--- config.mk ---
export PLATFORM = sky130hd
export DESIGN_NAME = idc_classify
export DESIGN_NICKNAME = d
export VERILOG_FILES = /design/src/rtl/assert_macros.svh /design/src/rtl/idc_pkg.sv /design/src/rtl/idc_classify.sv
export SDC_FILE = /design/constraint.sdc
export NUM_CORES = 1
export LEC_CHECK = 0
export BUFFER_PORTS_ARGS = -buffer_cell sky130_fd_sc_hd__buf_2
export CAP_MARGIN = 20
export CORE_MARGIN = 1
export CORE_UTILIZATION = 44
export DETAILED_ROUTE_END_ITERATION = 6
export PLACE_DENSITY = 0.95
export SYNTH_ARGS = -nofsm -noshare
export SYNTH_HDL_FRONTEND = slang
export SYNTH_SLANG_ARGS = --single-unit
--- constraint.sdc ---
create_clock -name vclk -period 3.32
set_input_delay 0.332 -clock vclk [all_inputs]
set_output_delay 0.332 -clock vclk [all_outputs]
set_load 0.03 [all_outputs]
--- src/rtl/assert_macros.svh ---
// Assertion helpers shared by the RTL.
`ifndef ASSERT_MACROS_SVH
`define ASSERT_MACROS_SVH

// Check a property while out of reset.
`define IDC_ASSERT(lbl, clk, rstn, prop, msg) \
  lbl: assert property (@(posedge clk) disable iff (!(rstn)) prop) else $error(msg);

// Check a property on every edge, reset included.
`define IDC_ASSERT_ALWAYS(lbl, clk, prop, msg) \
  lbl: assert property (@(posedge clk) prop) else $error(msg);

`endif

--- src/rtl/idc_pkg.sv ---
package idc_pkg;

  localparam int TS_W  = 48;
  localparam int TAG_W = 32;
  localparam int POS_W = 10;
  localparam int E_W   = 16;
  localparam int HM_W  = 8;
  localparam int CNT_W = 7;
  localparam int IN_W  = 168;
  localparam int OUT_W = 144;

  localparam logic [CNT_W-1:0] CNT_MAX = 7'd127;

  localparam int HM_LOW   = 0;
  localparam int HM_HIGH  = 1;
  localparam int HM_PIN1  = 2;
  localparam int HM_PIN2  = 3;
  localparam int HM_VETOF = 4;
  localparam int HM_VETOR = 5;
  localparam int HM_SIPM  = 6;
  localparam int HM_CLOV  = 7;

  typedef enum logic [3:0] {
    STAT_BADTIME    = 4'd0,
    STAT_IMPLANT    = 4'd1,
    STAT_IMP_BADPOS = 4'd2,
    STAT_DEC_BADPOS = 4'd3,
    STAT_CORRELATED = 4'd4,
    STAT_NONE       = 4'd5,
    STAT_CLOVER     = 4'd6,
    STAT_LIGHT      = 4'd7,
    STAT_UNKNOWN    = 4'd8
  } status_t;

  typedef enum logic [1:0] {
    REG_PIN1_TH  = 2'd0,
    REG_PIN2_TH  = 2'd1,
    REG_CORR_WIN = 2'd2
  } reg_idx_t;

  typedef enum logic [3:0] {
    ST_CLEAR,
    ST_IDLE,
    ST_CLASS,
    ST_IMP,
    ST_NB,
    ST_NB_META,
    ST_SCAN,
    ST_NB_WB,
    ST_DONE
  } fsm_t;

  typedef struct packed {
    logic [TS_W-1:0]         time_ns;
    logic signed [POS_W-1:0] x_q4;
    logic signed [POS_W-1:0] y_q4;
    logic [TAG_W-1:0]        tag;
  } ring_entry_t;

  typedef struct packed {
    logic implant;
    logic decay;
    logic clover;
    logic light;
  } evt_class_t;

  function automatic logic [TS_W-1:0] tdiff(input logic [TS_W-1:0] a,
                                             input logic [TS_W-1:0] b);
    return (a > b) ? (a - b) : (b - a);
  endfunction

  // q4 position to pixel coordinate, truncating toward zero
  function automatic logic signed [7:0] trunc_q4(input logic signed [POS_W-1:0] q);
    logic [POS_W-1:0] mag;
    logic [7:0]       t;
    mag = q[POS_W-1] ? POS_W'(-q) : q;
    t   = 8'(mag >> 4);
    return q[POS_W-1] ? -signed'(t) : signed'(t);
  endfunction

endpackage

--- src/rtl/idc_classify.sv ---
module idc_classify (
  input  logic [idc_pkg::HM_W-1:0] hit_mask,
  input  logic [idc_pkg::E_W-1:0]  pin1_energy,
  input  logic [idc_pkg::E_W-1:0]  pin2_energy,
  input  logic [idc_pkg::E_W-1:0]  pin1_th,
  input  logic [idc_pkg::E_W-1:0]  pin2_th,
  output idc_pkg::evt_class_t      cls
);
  import idc_pkg::*;

  logic low, high, p1, p2, vf, vr, sipm, clov;
  logic any_pin, pin_imp, pin_light, is_light;

  always_comb begin
    low       = hit_mask[HM_LOW];
    high      = hit_mask[HM_HIGH];
    p1        = hit_mask[HM_PIN1];
    p2        = hit_mask[HM_PIN2];
    vf        = hit_mask[HM_VETOF];
    vr        = hit_mask[HM_VETOR];
    sipm      = hit_mask[HM_SIPM];
    clov      = hit_mask[HM_CLOV];
    any_pin   = p1 | p2;
    pin_imp   = p1 & (pin1_energy > pin1_th) & p2 & (pin2_energy > pin2_th);
    pin_light = p1 & !(pin1_energy > pin1_th) & p2 & !(pin2_energy > pin2_th);
    is_light  = (low | high) & (pin_light | vf | vr | sipm);
    cls.implant = low & pin_imp & !vr;
    cls.decay   = high & !any_pin & !is_light;
    cls.clover  = !any_pin & !high & !low & clov;
    cls.light   = is_light;
  end

endmodule

### Word-level counts from Yosys, hierarchy flattened

Cells that the tools add are included.

* order comparisons: 2
* bitwise logic cells: 19
* reduce and logical (&&, ||, !) cells: 7

Operators by type and width (number)
* greater-than comparator 16 bit: 2
* AND 1 bit: 14
* logical NOT 1 bit: 7
* OR 1 bit: 5

* register bits: 0
* input port bits: 72
* output and inout bits: 4
* word-level logic and storage cells: 28

### Depth between registers and ports, before layout

Gate-level depths: netlist of the first run.

* depth after elaboration: 11
* mapped depth: 8
* gate-level depth less buffers: 7

### Worst setup path before layout of the first run

No wires, ideal clock.

* kind: input port to output port
* start: input pin2_th[15] (netlist bit)
* end: output cls[0] (netlist bit)
* arrival: 1.702 ns
* required time: 2.988 ns
* slack: 1.286 ns
* cell stages on the path: 8
* buffers on the path: 1
* path through: inv_1 > ha_1 > nand4_2 > or3_1 > a21o_1 > a31oi_1 > a211oi_1 > buf_4

* cells in the longest elaborated chain, start to end: 7

RTL lines
* start, declared: line idc_classify.sv:6 `input logic [idc_pkg::E_W-1:0] pin2_th,`
* greater-than comparator 16 bit: line idc_classify.sv:25 `pin_light = p1 & !(pin1_energy > pin1_th) & p2 & !(pin2_energy > pin2_th);`
* logical NOT 1 bit: line idc_classify.sv:25
* AND 1 bit: line idc_classify.sv:25
* OR 1 bit (3 in series): line idc_classify.sv:26 `is_light = (low | high) & (pin_light | vf | vr | sipm);`
* AND 1 bit: line idc_classify.sv:26
* end, declared: line idc_classify.sv:7 `output idc_pkg::evt_class_t cls`

No other way between the ends.

==> results of run 1 <==
## path summary, 6_finish.rpt
kind	start	end	slack, ns
max	pin2_energy[13]	cls[0]	0.97
min	hit_mask[1]	cls[2]	1.07
## cell families after synthesis
| logic type | synth area share, % |
|---|---|
| simple gates | 23.30 |
| fa+ha+maj | 43.60 |
| buf+inv | 13.90 |
| compound gates | 19.21 |
## final cells by class
| type | instances | area (um^2) |
|---|---|---|
| multi-input cells | 95 | 790.8 |
| repair buffers | 76 | 380.4 |
| well taps | 27 | 33.78 |
| inverters | 32 | 120.1 |
| fillers | 186 | 636.9 |
## worst min-delay path, stage by stage
cell and delay [ns]:
buf_2 0.10, and3_1 0.13, buf_2 0.17
## power by group through the flow
| stage | clock network, mW | logic (mW) | registers (mW) |
|---|---|---|---|
| after CTS | 0 | 0.140 | 0 |
| after global placement | 0 | 0.136 | 0 |
| after detailed placement | 0 | 0.139 | 0 |
| after floorplan | 0 | 0.0814 | 0 |
| after global routing | 0 | 0.162 | 0 |
| final | 0 | 0.138 | 0 |
## cells in the final DEF, fill, tap and decap left out, drive strengths merged, types with 2 or more instances in the layout
cell | netlist | routed
nor4 | 2 | 2
nor2b | 2 | 2
nand2 | 7 | 7
nand4 | 8 | 8
nand2b | 2 | 2
o21ai | 3 | 3
and3 | 3 | 3
buf | 1 | 76
a211oi | 2 | 2
a31oi | 3 | 3
a21oi | 12 | 12
inv | 32 | 32
nor2 | 5 | 5
nand3 | 2 | 2
ha | 32 | 32
o211ai | 2 | 2
## through the flow
stage	hold slack (ns)	instances
global placement	1.055	230
global route	1.074	230
floorplan	0.8911	128
finish	1.066	230
CTS	1.067	230
detailed placement	1.067	230
## cells in the mapped netlist, drive strengths merged (2+ instances only)
| library cell | instances | share of area (%) |
|---|---|---|
| ha | 32 | 44 |
| and3 | 3 | 2.0 |
| nand2 | 7 | 2.9 |
| nand3 | 2 | 1.1 |
| a211oi | 2 | 1.6 |
| nor2 | 5 | 2.0 |
| o21ai | 3 | 1.6 |
| nand2b | 2 | 1.4 |
| a21oi | 12 | 6.5 |
| o211ai | 2 | 1.6 |
| inv | 32 | 13 |
| nand4 | 8 | 6.8 |
| nor4 | 2 | 2.7 |
| nor2b | 2 | 1.4 |
| a31oi | 3 | 2.0 |
## routing by layer
metal / GRT usage (%) / wire [um] / up-vias
met4: 1.111 / 10 / 0
li1: - / - / 608
met2: 36.49 / 1038 / 39
met1: 20.89 / 926 / 473
met5: 0 / 0 / -
met3: 0.3774 / 128 / 2
==> flow_summary.yaml, run 1 <==
power_and_ir_drop:
  swShare_pct: 47.38
  cellPowerDensity_nw_per_um2: 104.0
  internal-power_mw: 0.07250
  p_leak_nw: 0.8368
  ir_worst_vdd_mv: 0.05608
  clock_power_share_pct: 0
  p_total_mw: 0.1378
  p_comb_share_pct: 100.0
  power_frac_seq_pct: 0
  switching_power_mw: 0.06528
route:
  via_per_inst: 4.878
  final_antenna_net_count: 0
  wl_per_cell_um: 9.143
  first_pass_iters: 4
  wirelength_um: 2103
  num_vias: 1122
  route.detailed.drc: 0
  drt-initial-drc-count: 10
synth:
  synth_area_um2: 918.4
  synth_cell_types: 27
  postSynthCellCount: 128
  synth_nets: 232
  synth-seq-area-share_pct: 0
  synth_warnings: 0
  syn_area_per_cell_um2: 7.175
worst_setup_path:
  startpoint_type: "input port"
  worst_path_most_repeated_cell: "buf_2"
  cpPeakStageDelay_ns: 0.45
  cp.required_ns: 2.99
  crit_buf_inv: 2
  critical-path-top-delay-family: "compound AO/OA/AOI/OAI gates"
  critPathArrivalTime_ns: 2.02
  cp-end-kind: "output pin"
  critPathKind: "in2out"
  critPathSlowestCell: "a2111oi_0"
  critical_path_depth: 8
  critical_path_peak_fanout: 2
  crit_path_cell_trace: "buf_2, ha_1, a21oi_1, nor2_1, a2111oi_0, a31oi_1, a211oi_1, buf_2"
flow_run:
  maxCapViolCount: 0
floorplanning:
  fp.coreArea_um2: 1962
  fp.dieH_um: 47.69
  fp.dieArea_um2: 2274
  die_w_um: 47.69
  initial_core_util_pct: 46.81
  row_count: 16
  ios: 76
grt:
  grt_max_degree: 5
  overflow: 0
  track_usage_pct: 17.78
  grt_first_pass_wirelength_um: 3056
  grt_pass1_vias: 896
  antenna_found_initial: 0
layout:
  n_antenna_cell: 0
  regArea_um2: 0
  seq_cells: 0
  design_area_um2: 1325
  nClkBuffers: 0
  drive_above_1_share_pct: 39.41
  nNetsFinal: 309
  area_growth_pct: 44.28
  final_core_util_pct: 67.54
cts:
  cts.repair.resized: 0
  postCtsSetupRepairBufs: 0
  hold_buffers: 0
placed_design:
  postPlaceCellArea_um2: 1325
  portBuffers: 76
  dpl.hpwl_um: 2042
  dp_worst_setup_slack_ns: 0.9803
  place_congestion: 0.7070
timing:
  drv_slew: 0
  setup_viol: 0
  fmax_mhz: 425.5
  max-slew-margin-rel_pct: 67.69
  min_period_ns: 2.350
  worst_slack_ns: 0.9699
  worst_pin_slew_ns: 0.4725
  rsz0062_at_grt: "no"
  hold_viol: 0
  tns_ns: 0
  timing.final.crit_share_pct: 70.79
min_path:
  whs_path_depth: 3
  hold_path_class: "in2out"
status:
  status: "complete, no violations"
Note: power is estimated with default switching activity, not from simulation.
==> inputs of run 2 (changes only) <==
- CORE_UTILIZATION: 44 -> 37
- PLACE_DENSITY: 0.95 -> 0.85
- clock period: 3.32 -> 2 ns (I/O delays scaled with it)
==> flow_summary.yaml, run 2 (same netlist as run 1, synthesis figures left out) <==
layout:
  drive_above_1_share_pct: 45.15
  final_cell_mix: "buf_2 (72), inv_1 (30), ha_1 (28), a21oi_1 (12), nand2_1 (7)"
  area_growth_pct: 59.67
  seq_cells: 0
  n_antenna_cell: 0
  nClkBuffers: 0
  finalNonFillerCells: 234
  nNetsFinal: 312
  mostFrequentLayoutCell: "buf_2"
  fill_cells: 210
  regArea_um2: 0
  multiInputGateArea_um2: 884.6
timing:
  fmax_mhz: 515.8
  rsz0062_at_grt: "yes"
  drv_slew: 0
  setup_viol: 0
  worst_slack_ns: 0.06138
  max-slew-margin-rel_pct: 79.61
  hold_viol: 0
  min_period_ns: 1.939
  whs_ns: 0.8031
  worst_pin_slew_ns: 0.3035
  timing.final.crit_share_pct: 96.93
floorplanning:
  fp.dieArea_um2: 2685
  fp.coreArea_um2: 2276
  die_w_um: 51.82
  ios: 76
  row_count: 17
  initial_core_util_pct: 40.35
  fp.dieH_um: 51.82
route:
  final_antenna_net_count: 0
  via_per_inst: 4.880
  drt-initial-drc-count: 9
  wl_per_cell_um: 10.53
  wirelength_um: 2464
  route.detailed.drc: 0
  first_pass_iters: 4
  num_vias: 1142
placed_design:
  dp_worst_setup_slack_ns: -0.01879
  dp_cells: 231
  place_congestion: 0.7688
  dpl.hpwl_um: 2167
  portBuffers: 76
worst_setup_path:
  cp.required_ns: 1.80
  startpoint_type: "input port"
  critical_path_depth: 9
  critPathSlowestCell: "or3_1"
  crit_path_cell_trace: "buf_2, inv_1, ha_1, nand4_4, or3_1, a21o_1, a31oi_1, a211oi_1, buf_4"
  critPathArrivalTime_ns: 1.74
  critical-path-top-delay-family: "simple AND/OR/NAND/NOR gates"
  cp-end-kind: "output pin"
  critPathKind: "in2out"
  cpPeakStageDelay_ns: 0.39
  crit_buf_inv: 3
  critical_path_peak_fanout: 4
min_path:
  hold_path_class: "in2out"
  whs_path_depth: 3
power_and_ir_drop:
  ir_worst_vdd_mv: 0.1059
  cellPowerDensity_nw_per_um2: 190.6
  p_leak_nw: 0.8595
grt:
  grt_pass1_vias: 1017
  antenna_found_initial: 0
  grt_max_degree: 5
  track_usage_pct: 18.24
  overflow: 0
  grt_first_pass_wirelength_um: 3857
status:
  status: "complete, no violations"
flow_run:
  maxCapViolCount: 0
[run 2: cell count changes in the layout (fill, tap and decap cells not counted), sizes merged]
cell  change
buf       +3
[run 2: worst paths after layout]
check	startpoint	slack, ns	to
worst max-delay path	pin2_th[12]	0.06	cls[0]
worst min-delay path	hit_mask[7]	0.80	cls[1]
[run 2: routing by layer]
layer / part of all wire [%] / GRT usage, % / up-vias
li1: - / - / 614
met1: 44 / 22.05 / 493
met4: 0 / 0.4505 / 0
met2: 52 / 36.75 / 35
met5: 0 / 0 / -
met3: 4.1 / 0.2924 / 0
[run 2: per-stage QoR]
stage	setup TNS [ns]	total power, mW	instance area [um^2]	utilization (%)
floorplan	0	0.1351	918.4	-
global placement	0	0.2272	1326	58.27
detailed placement	-0.01879	0.2332	1326	58.27
CTS	0	0.2399	1343	58.99
global route	-0.01855	0.3167	1466	64.43
finish	0	0.2796	1466	64.43
[run 2: final cells by class]
cell class | count | share of cell area, %
well taps | 28 | 2.389
inverters | 32 | 8.362
repair buffers | 79 | 28.92
multi-input cells | 95 | 60.32
[run 2: report_power, final]
| group | leakage [nW] | total, mW | internal, mW | switching, mW |
|---|---|---|---|---|
| clock | 0 | 0 | 0 | 0 |
| sequential | 0 | 0 | 0 | 0 |
| combinational | 0.859 | 0.280 | 0.149 | 0.131 |
| total | 0.859 | 0.280 | 0.149 | 0.131 |
[run 2: repair_timing]
item	4_1_cts	5_1_grt
gates resized for setup	3	17
pin swaps	0	14
setup buffers	0	3
endpoints found under the setup margin	1	2
hold buffers	0	0
